===== src/rtl/wsc_pkg.sv =====
// Shared types, codes and constants of the wavetable sound chip.
package wsc_pkg;

    localparam int NUM_VOICES = 8;
    localparam int RAM_BYTES  = 128;
    localparam int RAM_AW     = 7;
    localparam int VOICE_W    = 3;

    // Divider: numerator is BASE_RATE * active voices (23 bits)
    localparam logic [19:0] BASE_RATE = 20'hF0000;
    localparam int          DIV_W     = 23;
    localparam logic [4:0]  DIV_LAST  = 5'(DIV_W - 1);

    localparam logic [7:0] LEN_MASK     = 8'h1C;
    localparam logic [5:0] LEN_BASE     = 6'h20;
    localparam logic [5:0] LEN_RESET    = 6'd16;
    localparam logic [3:0] VOICES_RESET = 4'd8;

    // Voice register offsets within an 8-byte voice block
    localparam logic [2:0] REG_FREQ_LO  = 3'd0;
    localparam logic [2:0] REG_FREQ_MID = 3'd2;
    localparam logic [2:0] REG_FREQ_HI  = 3'd4;
    localparam logic [2:0] REG_WAVE     = 3'd6;
    localparam logic [2:0] REG_VOLUME   = 3'd7;

    typedef enum logic [1:0] {
        CMD_ADDR  = 2'd0,
        CMD_WRITE = 2'd1,
        CMD_READ  = 2'd2,
        CMD_TICK  = 2'd3
    } cmd_t;

    typedef struct packed {
        cmd_t       command;
        logic [7:0] value;
        logic [7:0] cycles;
    } in_item_t;

    typedef struct packed {
        logic [7:0]         read_data;
        logic signed [15:0] sample;
    } out_item_t;

    typedef enum logic [3:0] {
        OP_NONE,
        OP_LOAD,
        OP_ADDR,
        OP_WRITE,
        OP_READ_ISSUE,
        OP_READ_DONE,
        OP_TICK_INIT,
        OP_SKIP,
        OP_DIV_INIT,
        OP_DIV_STEP,
        OP_STEP,
        OP_FETCH_ISSUE,
        OP_FETCH_DONE,
        OP_ACCUM,
        OP_EMIT
    } dp_op_t;

    typedef struct packed {
        cmd_t cmd;
        logic freq_zero;
        logic div_last;
        logic more;
        logic moved;
        logic last_voice;
        logic out_free;
    } dp_status_t;

endpackage


===== src/rtl/wsc_ram.sv =====
// Generic single-port-write, single-port-read RAM with registered read.
module wsc_ram #(
    parameter int WIDTH = 8,
    parameter int DEPTH = 128
) (
    input  logic                     clk,
    input  logic                     we,
    input  logic [$clog2(DEPTH)-1:0] waddr,
    input  logic [WIDTH-1:0]         wdata,
    input  logic [$clog2(DEPTH)-1:0] raddr,
    output logic [WIDTH-1:0]         rdata
);

    logic [WIDTH-1:0] mem [DEPTH];

    always_ff @(posedge clk)
    begin
        if (we)
        begin
            mem[waddr] <= wdata;
        end
        rdata <= mem[raddr];
    end

endmodule


===== src/rtl/wsc_datapath.sv =====
// Datapath: wave RAM, voice registers, period divider, phase stepper, mixer.
module wsc_datapath (
    input  logic                clk,
    input  logic                rst_n,
    input  wsc_pkg::dp_op_t     op,
    output wsc_pkg::dp_status_t status,
    input  wsc_pkg::in_item_t   item,
    output logic                result_valid,
    input  logic                result_stall,
    output wsc_pkg::out_item_t  result
);

    localparam int AW = wsc_pkg::RAM_AW;
    localparam int NV = wsc_pkg::NUM_VOICES;

    // latched item
    wsc_pkg::cmd_t cmd_reg;
    logic [7:0]    value_reg;
    logic [7:0]    cycles_reg;

    // global registers
    logic [AW-1:0] ptr_reg;
    logic          autoinc_reg;
    logic [3:0]    active_reg;
    logic          valid_reg [wsc_pkg::RAM_BYTES];

    // per-voice registers
    logic [17:0] freq_reg  [NV];
    logic [5:0]  len_reg   [NV];
    logic [7:0]  wave_reg  [NV];
    logic [3:0]  vol_reg   [NV];
    logic [4:0]  pos_reg   [NV];
    logic [3:0]  nib_reg   [NV];
    logic [23:0] phase_reg [NV];

    // tick working registers
    logic [wsc_pkg::VOICE_W-1:0] vidx_reg;
    logic [wsc_pkg::DIV_W-1:0]   num_reg;
    logic [17:0]                 rem_reg;
    logic [4:0]                  dcnt_reg;
    logic [24:0]                 phase_w_reg;
    logic [4:0]                  pos_w_reg;
    logic [3:0]                  nib_w_reg;
    logic                        moved_reg;
    logic signed [10:0]          sum_reg;
    logic [7:0]                  rd_reg;
    logic                        rvalid_reg;

    // RAM port
    logic          ram_we;
    logic [AW-1:0] ram_raddr;
    logic [7:0]    ram_rdata;

    // helpers
    logic [AW-1:0]      ptr_bump;
    logic [7:0]         naddr;
    logic [18:0]        trial;
    logic               q_bit;
    logic [17:0]        rem_next;
    logic [5:0]         pos_inc;
    logic [3:0]         nib_sel;
    logic signed [4:0]  nib_s;
    logic signed [4:0]  vol_s;
    logic signed [9:0]  contrib;
    logic [5:0]         new_len;
    logic [wsc_pkg::VOICE_W-1:0] wch;

    assign ptr_bump  = autoinc_reg ? ptr_reg + AW'(1) : ptr_reg;
    assign naddr     = wave_reg[vidx_reg] + {3'b0, pos_w_reg};
    assign ram_we    = (op == wsc_pkg::OP_WRITE);
    assign ram_raddr = (op == wsc_pkg::OP_FETCH_ISSUE) ? naddr[7:1] : ptr_reg;

    // restoring divider step
    assign trial    = {rem_reg, num_reg[wsc_pkg::DIV_W-1]};
    assign q_bit    = (trial >= {1'b0, freq_reg[vidx_reg]});
    assign rem_next = q_bit ? 18'(trial - {1'b0, freq_reg[vidx_reg]}) : trial[17:0];

    // position advance modulo length
    assign pos_inc = {1'b0, pos_w_reg} + 6'd1;

    // voice contribution
    assign nib_sel = moved_reg ? nib_w_reg : nib_reg[vidx_reg];
    assign nib_s   = $signed({1'b0, nib_sel}) - 5'sd8;
    assign vol_s   = $signed({1'b0, vol_reg[vidx_reg]});
    assign contrib = nib_s * vol_s;

    assign wch     = ptr_reg[5:3];
    assign new_len = 6'(wsc_pkg::LEN_BASE - 6'(value_reg & wsc_pkg::LEN_MASK));

    // status to controller
    always_comb
    begin
        status.cmd        = cmd_reg;
        status.freq_zero  = (freq_reg[vidx_reg] == 18'd0);
        status.div_last   = (dcnt_reg == wsc_pkg::DIV_LAST);
        status.more       = (phase_w_reg > {2'b0, num_reg});
        status.moved      = moved_reg;
        status.last_voice = (vidx_reg == wsc_pkg::VOICE_W'(NV - 1));
        status.out_free   = !result_valid || !result_stall;
    end

    wsc_ram #(
        .WIDTH (8),
        .DEPTH (wsc_pkg::RAM_BYTES)
    ) u_ram (
        .clk   (clk),
        .we    (ram_we),
        .waddr (ptr_reg),
        .wdata (value_reg),
        .raddr (ram_raddr),
        .rdata (ram_rdata)
    );

    // state update
    always_ff @(posedge clk or negedge rst_n)
    begin
        if (!rst_n)
        begin
            cmd_reg      <= wsc_pkg::CMD_ADDR;
            value_reg    <= '0;
            cycles_reg   <= '0;
            ptr_reg      <= '0;
            autoinc_reg  <= 1'b1;
            active_reg   <= wsc_pkg::VOICES_RESET;
            for (int i = 0; i < wsc_pkg::RAM_BYTES; i++)
            begin
                valid_reg[i] <= 1'b0;
            end
            for (int i = 0; i < NV; i++)
            begin
                freq_reg[i]  <= '0;
                len_reg[i]   <= wsc_pkg::LEN_RESET;
                wave_reg[i]  <= '0;
                vol_reg[i]   <= '0;
                pos_reg[i]   <= '0;
                nib_reg[i]   <= '0;
                phase_reg[i] <= '0;
            end
            vidx_reg     <= '0;
            num_reg      <= '0;
            rem_reg      <= '0;
            dcnt_reg     <= '0;
            phase_w_reg  <= '0;
            pos_w_reg    <= '0;
            nib_w_reg    <= '0;
            moved_reg    <= 1'b0;
            sum_reg      <= '0;
            rd_reg       <= '0;
            rvalid_reg   <= 1'b0;
            result_valid <= 1'b0;
            result       <= '0;
        end
        else
        begin
            rvalid_reg <= valid_reg[ram_raddr];

            // output register drains on transfer unless refilled this cycle
            if (result_valid && !result_stall && op != wsc_pkg::OP_EMIT)
            begin
                result_valid <= 1'b0;
            end

            case (op)
                wsc_pkg::OP_LOAD:
                begin
                    cmd_reg    <= item.command;
                    value_reg  <= item.value;
                    cycles_reg <= item.cycles;
                    rd_reg     <= '0;
                    sum_reg    <= '0;
                end
                wsc_pkg::OP_ADDR:
                begin
                    ptr_reg     <= value_reg[AW-1:0];
                    autoinc_reg <= value_reg[7];
                end
                wsc_pkg::OP_WRITE:
                begin
                    valid_reg[ptr_reg] <= 1'b1;
                    ptr_reg            <= ptr_bump;
                    if (ptr_reg[6])
                    begin
                        case (ptr_reg[2:0])
                            wsc_pkg::REG_FREQ_LO:
                                freq_reg[wch][7:0] <= value_reg;
                            wsc_pkg::REG_FREQ_MID:
                                freq_reg[wch][15:8] <= value_reg;
                            wsc_pkg::REG_FREQ_HI:
                            begin
                                freq_reg[wch][17:16] <= value_reg[1:0];
                                if (len_reg[wch] != new_len)
                                begin
                                    len_reg[wch] <= new_len;
                                    pos_reg[wch] <= '0;
                                end
                            end
                            wsc_pkg::REG_WAVE:
                                wave_reg[wch] <= value_reg;
                            wsc_pkg::REG_VOLUME:
                            begin
                                vol_reg[wch] <= value_reg[3:0];
                                if (wch == wsc_pkg::VOICE_W'(NV - 1))
                                begin
                                    active_reg <= 4'd1 + {1'b0, value_reg[6:4]};
                                end
                            end
                            default:
                            begin
                            end
                        endcase
                    end
                end
                wsc_pkg::OP_READ_DONE:
                begin
                    rd_reg  <= rvalid_reg ? ram_rdata : 8'd0;
                    ptr_reg <= ptr_bump;
                end
                wsc_pkg::OP_TICK_INIT:
                    vidx_reg <= wsc_pkg::VOICE_W'(4'd8 - active_reg);
                wsc_pkg::OP_SKIP:
                    vidx_reg <= vidx_reg + 1'b1;
                wsc_pkg::OP_DIV_INIT:
                begin
                    num_reg     <= wsc_pkg::DIV_W'(24'(wsc_pkg::BASE_RATE) * 24'(active_reg));
                    rem_reg     <= '0;
                    dcnt_reg    <= '0;
                    phase_w_reg <= 25'(phase_reg[vidx_reg]) + 25'(cycles_reg);
                    pos_w_reg   <= pos_reg[vidx_reg];
                    moved_reg   <= 1'b0;
                end
                wsc_pkg::OP_DIV_STEP:
                begin
                    rem_reg  <= rem_next;
                    num_reg  <= {num_reg[wsc_pkg::DIV_W-2:0], q_bit};
                    dcnt_reg <= dcnt_reg + 5'd1;
                end
                wsc_pkg::OP_STEP:
                begin
                    phase_w_reg <= phase_w_reg - {2'b0, num_reg};
                    pos_w_reg   <= (pos_inc >= len_reg[vidx_reg]) ? 5'd0 : pos_inc[4:0];
                    moved_reg   <= 1'b1;
                end
                wsc_pkg::OP_FETCH_DONE:
                begin
                    if (!rvalid_reg)
                        nib_w_reg <= 4'd0;
                    else if (naddr[0])
                        nib_w_reg <= ram_rdata[7:4];
                    else
                        nib_w_reg <= ram_rdata[3:0];
                end
                wsc_pkg::OP_ACCUM:
                begin
                    phase_reg[vidx_reg] <= phase_w_reg[23:0];
                    pos_reg[vidx_reg]   <= pos_w_reg;
                    nib_reg[vidx_reg]   <= nib_sel;
                    sum_reg             <= sum_reg + 11'(contrib);
                    vidx_reg            <= vidx_reg + 1'b1;
                end
                wsc_pkg::OP_EMIT:
                begin
                    result_valid     <= 1'b1;
                    result.read_data <= rd_reg;
                    result.sample    <= (cmd_reg == wsc_pkg::CMD_TICK) ?
                                        {sum_reg, 5'b0} : 16'sd0;
                end
                default:
                begin
                end
            endcase
        end
    end

endmodule


===== src/rtl/wsc_ctrl.sv =====
// Controller: sequences item decode, RAM access and the per-voice tick loop.
module wsc_ctrl (
    input  logic                clk,
    input  logic                rst_n,
    input  logic                item_valid,
    output logic                item_stall,
    input  wsc_pkg::dp_status_t status,
    output wsc_pkg::dp_op_t     op
);

    typedef enum logic [3:0] {
        S_IDLE,
        S_DECODE,
        S_RD_WAIT,
        S_VOICE,
        S_DIV,
        S_STEP,
        S_FDATA,
        S_ACCUM,
        S_EMIT
    } state_t;

    state_t state_reg;
    state_t state_next;

    assign item_stall = (state_reg != S_IDLE);

    // next state and datapath op
    always_comb
    begin
        state_next = state_reg;
        op         = wsc_pkg::OP_NONE;
        case (state_reg)
            S_IDLE:
            begin
                if (item_valid)
                begin
                    op         = wsc_pkg::OP_LOAD;
                    state_next = S_DECODE;
                end
            end
            S_DECODE:
            begin
                case (status.cmd)
                    wsc_pkg::CMD_ADDR:
                    begin
                        op         = wsc_pkg::OP_ADDR;
                        state_next = S_EMIT;
                    end
                    wsc_pkg::CMD_WRITE:
                    begin
                        op         = wsc_pkg::OP_WRITE;
                        state_next = S_EMIT;
                    end
                    wsc_pkg::CMD_READ:
                    begin
                        op         = wsc_pkg::OP_READ_ISSUE;
                        state_next = S_RD_WAIT;
                    end
                    default:
                    begin
                        op         = wsc_pkg::OP_TICK_INIT;
                        state_next = S_VOICE;
                    end
                endcase
            end
            S_RD_WAIT:
            begin
                op         = wsc_pkg::OP_READ_DONE;
                state_next = S_EMIT;
            end
            S_VOICE:
            begin
                if (status.freq_zero)
                begin
                    op = wsc_pkg::OP_SKIP;
                    if (status.last_voice)
                        state_next = S_EMIT;
                end
                else
                begin
                    op         = wsc_pkg::OP_DIV_INIT;
                    state_next = S_DIV;
                end
            end
            S_DIV:
            begin
                op = wsc_pkg::OP_DIV_STEP;
                if (status.div_last)
                    state_next = S_STEP;
            end
            S_STEP:
            begin
                if (status.more)
                    op = wsc_pkg::OP_STEP;
                else if (status.moved)
                begin
                    op         = wsc_pkg::OP_FETCH_ISSUE;
                    state_next = S_FDATA;
                end
                else
                    state_next = S_ACCUM;
            end
            S_FDATA:
            begin
                op         = wsc_pkg::OP_FETCH_DONE;
                state_next = S_ACCUM;
            end
            S_ACCUM:
            begin
                op         = wsc_pkg::OP_ACCUM;
                state_next = status.last_voice ? S_EMIT : S_VOICE;
            end
            S_EMIT:
            begin
                if (status.out_free)
                begin
                    op         = wsc_pkg::OP_EMIT;
                    state_next = S_IDLE;
                end
            end
            default:
                state_next = S_IDLE;
        endcase
    end

    always_ff @(posedge clk or negedge rst_n)
    begin
        if (!rst_n)
            state_reg <= S_IDLE;
        else
            state_reg <= state_next;
    end

endmodule


===== src/rtl/wavetable_sound_chip_8ch_unit.sv =====
// Top level of the eight-voice 4-bit wavetable sound chip.
// One item is in work at a time; its result lands in an output register, so
// the next item is taken while that result waits. Address-port and data-port
// writes pass through load, decode and emit states; data-port reads add a
// wait state for the one registered RAM read. A tick loads and decodes, then,
// for each active voice, skips a voice whose frequency is zero and otherwise
// advances it k wave steps, fetching a new nibble only when k is not zero: the
// period comes from a shared one-bit-per-cycle divider, the phase loop runs
// one step per cycle, and a wave fetch is a registered read on the RAM read
// port. k can grow very large right after a frequency or voice-count change
// shrinks the period. Wave RAM content after reset reads as zero through
// per-byte valid flags; no clearing pass is run.
module wavetable_sound_chip_8ch_unit (
    input  logic               clk,
    input  logic               rst_n,
    input  logic               item_valid,
    output logic               item_stall,
    input  wsc_pkg::in_item_t  item,
    output logic               result_valid,
    input  logic               result_stall,
    output wsc_pkg::out_item_t result
);

    wsc_pkg::dp_op_t     op;
    wsc_pkg::dp_status_t status;

    wsc_ctrl u_ctrl (
        .clk        (clk),
        .rst_n      (rst_n),
        .item_valid (item_valid),
        .item_stall (item_stall),
        .status     (status),
        .op         (op)
    );

    wsc_datapath u_dp (
        .clk          (clk),
        .rst_n        (rst_n),
        .op           (op),
        .status       (status),
        .item         (item),
        .result_valid (result_valid),
        .result_stall (result_stall),
        .result       (result)
    );

endmodule


===== config.mk =====
export PLATFORM = sky130hd
export DESIGN_NAME = wavetable_sound_chip_8ch_unit
export DESIGN_NICKNAME = d
export VERILOG_FILES = /design/src/rtl/wsc_pkg.sv /design/src/rtl/wsc_ram.sv /design/src/rtl/wsc_datapath.sv /design/src/rtl/wsc_ctrl.sv /design/src/rtl/wavetable_sound_chip_8ch_unit.sv
export SDC_FILE = /design/constraint.sdc
export NUM_CORES = 2
export LEC_CHECK = 0
export BUFFER_PORTS_ARGS = -buffer_cell sky130_fd_sc_hd__clkbuf_2
export CORE_ASPECT_RATIO = 0.75
export CORE_MARGIN = 4
export CORE_UTILIZATION = 60
export CTS_BUF_LIST = sky130_fd_sc_hd__clkbuf_4
export DETAILED_ROUTE_END_ITERATION = 7
export GPL_TIMING_DRIVEN = 0
export PLACE_DENSITY = 0.77
export SYNTH_ARGS = -nofsm -noshare
export SYNTH_HDL_FRONTEND = slang
export SYNTH_HIERARCHICAL = 1
export SYNTH_SLANG_ARGS = --single-unit

===== constraint.sdc =====
create_clock -name clk -period 8 [get_ports clk]
set_input_delay 0.4 -clock clk [delete_from_list [all_inputs] [get_ports clk]]
set_output_delay 0.4 -clock clk [all_outputs]
set_load 0.03 [all_outputs]

# After elaboration in Yosys (flattened, before gate mapping)
# Memories as Yosys holds them, arrays and structs flattened. A register that Yosys moved wholly into a read port is not among the register bits.
# Cells that the tools add are included.
# classes
add_sub_neg	13
n_mul	2
n_div	0
order_cmp	10
n_eq_ne	42
shift	0
n_mux	103
bitwise_logic	7
reduce_logical	33
# ops
op	count
144-bit bitwise mux	3
144-bit one-hot mux with 3 select lines	1
192-bit bitwise mux	1
18-bit demux with 3-bit select	3
128-bit bitwise OR	1
40-bit two-way mux	3
4-bit two-way mux	20
40-bit one-hot mux with 2 select lines	1
24-bit binary-select mux with 3-bit select	1
24-bit demux with 3-bit select	1
18-bit two-way mux	4
24-bit two-way mux	3
4-bit one-hot mux with 9 select lines	2
32-bit bitwise mux	2
64-bit bitwise mux	1
18-bit binary-select mux with 3-bit select	1
25-bit one-hot mux with 2 select lines	1
48-bit bitwise mux	1
23-bit one-hot mux with 2 select lines	1
40-bit AND	1
40-bit bitwise mux	1
8-bit two-way mux	5
40-bit NOT	1
6-bit binary-select mux with 3-bit select	2
76 further kinds	149
# totals
regBits	843
latchBits	0
ramBits	1024
rom_bits	0
in_bits	22
output_inout_bits	26
mem_count	1
# memory_table
name	depth	width	rd	rd_ports_with_merged_regs	wr	line_no	text
u_dp.u_ram.mem	128	8	1	1	1	wsc_ram.sv:14	logic [WIDTH-1:0] mem [DEPTH];

# Depth between registers and ports, before layout
# depth
ltp_word	13
ltp_mapped	28
mapped_depth_nobuf	24

# Hierarchy
# The synthesis kept the hierarchy.
# modules_own_cells
mod	n_inst	cells_per_inst	area_per_inst_um2	seq_area_each_um2
wsc_datapath	1	3969	40883.0	20482.1
wsc_ram	1	1635	39665.5	30909.6
wsc_ctrl	1	72	565.5	100.1

# Least setup slack after synthesis
# No wires, ideal clock.
# synth_path
path_kind	reg2reg
start	register u_dp/num_reg[9] (netlist bit)
end	register u_dp.u_ram.rdata[0], read port of u_dp.u_ram.mem
setup_ns	0.121
arrival_time_ns	6.255
required_ns	7.879
slack_ns	1.624
stages_incl_launch_ff	28
period_less_slack_ns	6.376
cell_sequence	dfrtp_1 > inv_1 > ha_1 > and3_1 > and4_1 > a221oi_1 > o211ai_1 > a221o_1 > nand2_1 > o21ai_0 > a2111oi_0 > a21oi_1 > nand2b_1 > a21oi_1 > o21ai_1 > o41ai_1 > buf_2 > and4b_1 > buf_6 > mux2i_4 > buf_4 > inv_1 > clkbuf_1 > buf_1 > mux4_2 > mux4_2 > mux4_2 > mux2_2
# synth_lines
element	line_no	text
start, declared	wsc_datapath.sv:38	logic [wsc_pkg::DIV_W-1:0] num_reg;
start signal, assigned	wsc_datapath.sv:224	num_reg <= wsc_pkg::DIV_W'(24'(wsc_pkg::BASE_RATE) * 24'(active_reg));
start signal, assigned	wsc_datapath.sv:234	num_reg <= {num_reg[wsc_pkg::DIV_W-2:0], q_bit};
end, declared	wsc_ram.sv:11	output logic [WIDTH-1:0] rdata

==> Implementation_results.wiki <==
{| class="wikitable"
! Metric !! Value
|-
| Clock Sinks || approximately 1900
|-
| Buffer depth of the longest clock path || 4
|-
| RSZ-0062 raised after global routing || yes
|-
| Pwr per Cell Area || 385.7 mW/mm2
|-
| Startpoint Class || register
|-
| Worst-path cell with the longest stage delay || nor2_1
|-
| First-pass detailed-route iteration total || 7
|-
| Data arrival time of the worst path || 9090 ps
|-
| Top flip-flop cell by instance count after synthesis || edfxtp_1
|-
| Die Width || around 430 um
|-
| Synthesized instance count || 5676
|-
| Non-Filler Instances || 8322
|-
| Fmax || about 120 MHz
|-
| Number of setup violations in the final report || 101
|-
| Area occupied by multi-input gates || 0.02792 mm2
|-
| Highest cell delay on the worst timing path || 900 ps
|-
| Die H || 326.4 um
|-
| Clock root buffer || clkbuf_4
|-
| Switching power of the nets || about 14000 uW
|-
| GPL Wtd Cong || between 0.9 and 1
|-
| Post-route DRC || 0
|-
| DR vias || 54940
|-
| Gate power share || 41.4%
|-
| Internal power consumption || 21140 uW
|-
| Most common cell after layout, fill and taps aside || edfxtp_1
|-
| Number of clock buffers inserted by TritonCTS || 442
|-
| Buffers added on ports || 42
|-
| Pin slew with the least headroom to its limit || 1536 ps
|-
| I/O pin total || 48
|-
| Cell class contributing the biggest share of worst-path delay || simple AND/OR/NAND/NOR gates
|-
| Register area || 0.05152 mm2
|-
| Post-DR wirelength/cell || 28.18 um
|-
| Initial antenna violation count || 12
|-
| Crit-path cells || clkinv_1 -> ha_1 -> nand2b_1 -> a21oi_1 -> o41ai_2 -> o211ai_1 -> a221o_1 -> nand2_1 -> o21ai_0 -> a2111oi_1 -> a21oi_2 -> nor2_1 -> nor2_1 -> a31oi_1 -> a22oi_1 -> nand2b_1 -> nor3_1 -> clkbuf_1 -> clkbuf_1 -> nand3_1 -> clkbuf_1 -> nor2_1
|-
| Flop and latch count out of synthesis || around 1900
|-
| Clock insertion delay at the later pin of the skew report || 1410 ps
|-
| Worst-path clk slew || 70 ps
|-
| Worst hold path type || in2async
|-
| Largest voltage drop on the vdd net || 369.1 uV
|-
| Number of nets with antenna violations after detailed routing || 0
|-
| Max-capacitance violation count || 2
|-
| Reg2reg setup slack || -100 ps
|-
| Switching power share of the total || 39.39%
|-
| Layout net count || 6394
|-
| Wire length of the first global-routing pass || 347.3 mm
|-
| Final critical-path share of the clock period || 101.3%
|-
| Number of library cell types mapped by synthesis || 96
|-
| Average instance area after synthesis || 14.29 um2
|-
| Total placed cells including tap cells || roughly 7500
|-
| Vias in the first global route || 53580
|-
| Clock network power share || between 20% and 30%
|-
| Worst Setup Slack, final || -102.5 ps
|-
| Highest-count cells in the layout ignoring fill and taps || edfxtp_1 (1024), nand2_1 (914), dfrtp_1 (803)
|-
| Run status || complete, but fails checks
|-
| Required time of the critical path || around 9000 ps
|-
| Number of flip-flops in the largest register || 1024
|-
| Cell Rows || 116
|-
| # H-tree levels || 5
|-
| Vias per inst || 6.602
|-
| Maximum number of pins on one net before global-route repair || ~120
|-
| Clock tree from TritonCTS || yes
|-
| Synth Warn # || 6
|-
| Half-perimeter wire length after detailed placement || around 160 mm
|-
| Total of fill cells in the finished design || roughly 9200
|-
| Critical Path End Type || register
|-
| Largest driver fanout on the critical path || 10
|-
| Gr usage total || 33.35%
|-
| Worst slew margin relative to its limit || -2.418%
|-
| Overflow left after global routing || 0
|-
| Core footprint || 0.1338 mm2
|-
| Total Die Area || 0.1412 mm2
|-
| Setup WS pre-CTS || -1777 ps
|-
| WS Path Type || reg2reg
|-
| Area delta synth->final || 11.49%
|-
| Number of enable-type register cells in the synthesized netlist || 1024
|-
| Sequential cell fraction of total power || 37.3%
|-
| Post-route minimum period || 8103 ps
|-
| Share of final-layout standard cells stronger than drive strength 1 || ~26%
|-
| Number of pins with negative max-slew slack in the final report || 20
|-
| Final Hold Violating Endpoints || 0
|-
| Async S/R FF share, synth || 44.34%
|-
| 1st-iter DRT viols || 8208
|-
| Synthesized cell area || 0.08111 mm2
|-
| Effective utilization at floorplan || 60.62%
|-
| Total Routed Length || 234.5 mm
|-
| Buffers & Inverters on Critical Path || 4
|-
| Proportion of synthesized chip area in sequential cells || 63.48%
|-
| Failing checks || max-capacitance violations, max-slew violations, negative setup slack
|-
| Static leakage || 0.03663 uW
|-
| Worst clock skew || 105.9 ps
|}
==> layer usage <==
metal  global-route usage [%]  wire (um)  vias up
li1                         -          -    22590
met1                    49.51      91340    27570
met2                    44.36      97110     4172
met3                    14.37      38440      596
met4                    11.03       7375       14
met5                   0.3074        257        -
==> metrics by stage <==
stage / setup TNS [ps] / power [uW] / utilization [%] / hold WS, ps / cell area [um2]
after detailed placement: -223070 / 26920 / 62.85 / 426.9 / 84100
final: -4338 / 34880 / 67.58 / 198.5 / 90440
after floorplan: 0 / 21820 / - / 104.4 / 81130
after global placement: - / 26580 / 62.44 / 430.3 / 83550
after CTS: 0 / 34390 / 67.29 / 120.4 / 90040
after global routing: -5070 / 36310 / 67.57 / 181.5 / 90430
==> power groups by stage <==
stage	clock, uW	combinational (uW)	sequential, uW
after CTS	7530	13900	13000
after floorplan	0	8850	13000
after detailed placement	0	13800	13200
after global routing	8100	15100	13100
final	7420	14400	13000
after global placement	0	12900	13700
==> logic make-up after synthesis <==
group | after synthesis | share of synthesized area [%]
AOI/OAI and AO/OA | 861 | 7.171
xor gates and xnor gates | 82 | 0.8854
adders and majority gates | 130 | 2.264
buffers and inverters | 460 | 2.456
DFF | 1854 | 63.48
muxes | 789 | 15.77
other | 1 | 0.004623
and+or+nand+nor | 1499 | 7.969
==> worst min-delay path, cell delays in order <==
cell and delay [ps]:
dlygate4sd3_1 520, dlygate4sd3_1 560, clkbuf_8 190, buf_16 270
==> synth_stat cells (all sizes together), types with 5 or more instances <==
library cell / count / area, um2
nand4: 28 / 175.2
and2: 16 / 102.6
edfxtp: 1024 / 30750
nand2: 915 / 3437
nand3: 63 / 315.3
buf: 119 / 699.4
and4b: 5 / 50.05
and4: 12 / 105.1
nor2b: 40 / 250.2
mux2i: 122 / 1237
nor3b: 8 / 65.06
a22oi: 144 / 1081
nor2: 272 / 1054
a221oi: 35 / 312.8
o21a: 9 / 67.56
a211oi: 36 / 270.3
mux4: 359 / 8085
o31ai: 10 / 80.07
or3: 9 / 56.30
clkinv: 7 / 26.28
mux2: 308 / 3468
o21ai: 227 / 1140
o211ai: 18 / 135.1
a21oi: 95 / 475.5
xnor2: 53 / 464.2
a311oi: 5 / 43.79
a31oi: 19 / 118.9
clkbuf: 227 / 862.1
ha: 102 / 1276
xor2: 29 / 254.0
nand2b: 26 / 162.7
and3: 29 / 181.4
and2b: 5 / 38.79
o22ai: 15 / 93.84
or2: 6 / 40.04
nor3: 45 / 240.2
o21bai: 74 / 555.5
dfrtp: 812 / 20320
inv: 107 / 404.1
a22o: 44 / 385.4
a21o: 88 / 660.6
dfstp: 10 / 262.8
fa: 28 / 560.5
dfxtp: 8 / 160.2
==> worst paths after layout <==
path / startpoint / endpoint / cells past startpoint
worst min register to register: u_dp/valid_reg[102] / u_dp/valid_reg[102] / 1
max in group asynchronous: rst_n / u_dp/freq_reg[101] / 8
min in group clk: item_valid / u_ctrl/state_reg[0] / 6
worst min-delay path: rst_n / u_dp/result[13] / 4
worst max-delay path: u_dp/phase_w_reg[0] / u_dp/u_ram/mem[33][6] / 22
worst max register to register: u_dp/phase_w_reg[0] / u_dp/u_ram/mem[33][6] / 22
==> cell type report <==
| class | instances | share of cell area [%] |
|---|---|---|
| clock buffer | 643 | 5.338 |
| multi-input combinational | 3366 | 30.87 |
| clock inverter | 101 | 0.5313 |
| tap | 1770 | 2.449 |
| buffer | 341 | 1.894 |
| inverter | 114 | 0.4801 |
| sequential | 1854 | 56.97 |
| antenna | 10 | 0.02767 |
| timing repair buffer | 123 | 1.437 |
==> timing repair <==
| action | in CTS | in global routing |
|---|---|---|
| resized for setup | 80 | 105 |
| hold buffers | 42 | 0 |
| endpoints found under the setup margin | 710 | 657 |
| hold endpoints to repair | 529 | 0 |
| setup buffers | 2 | 16 |
| pin swaps | 1 | 11 |
(Power assumes the default switching activity.)
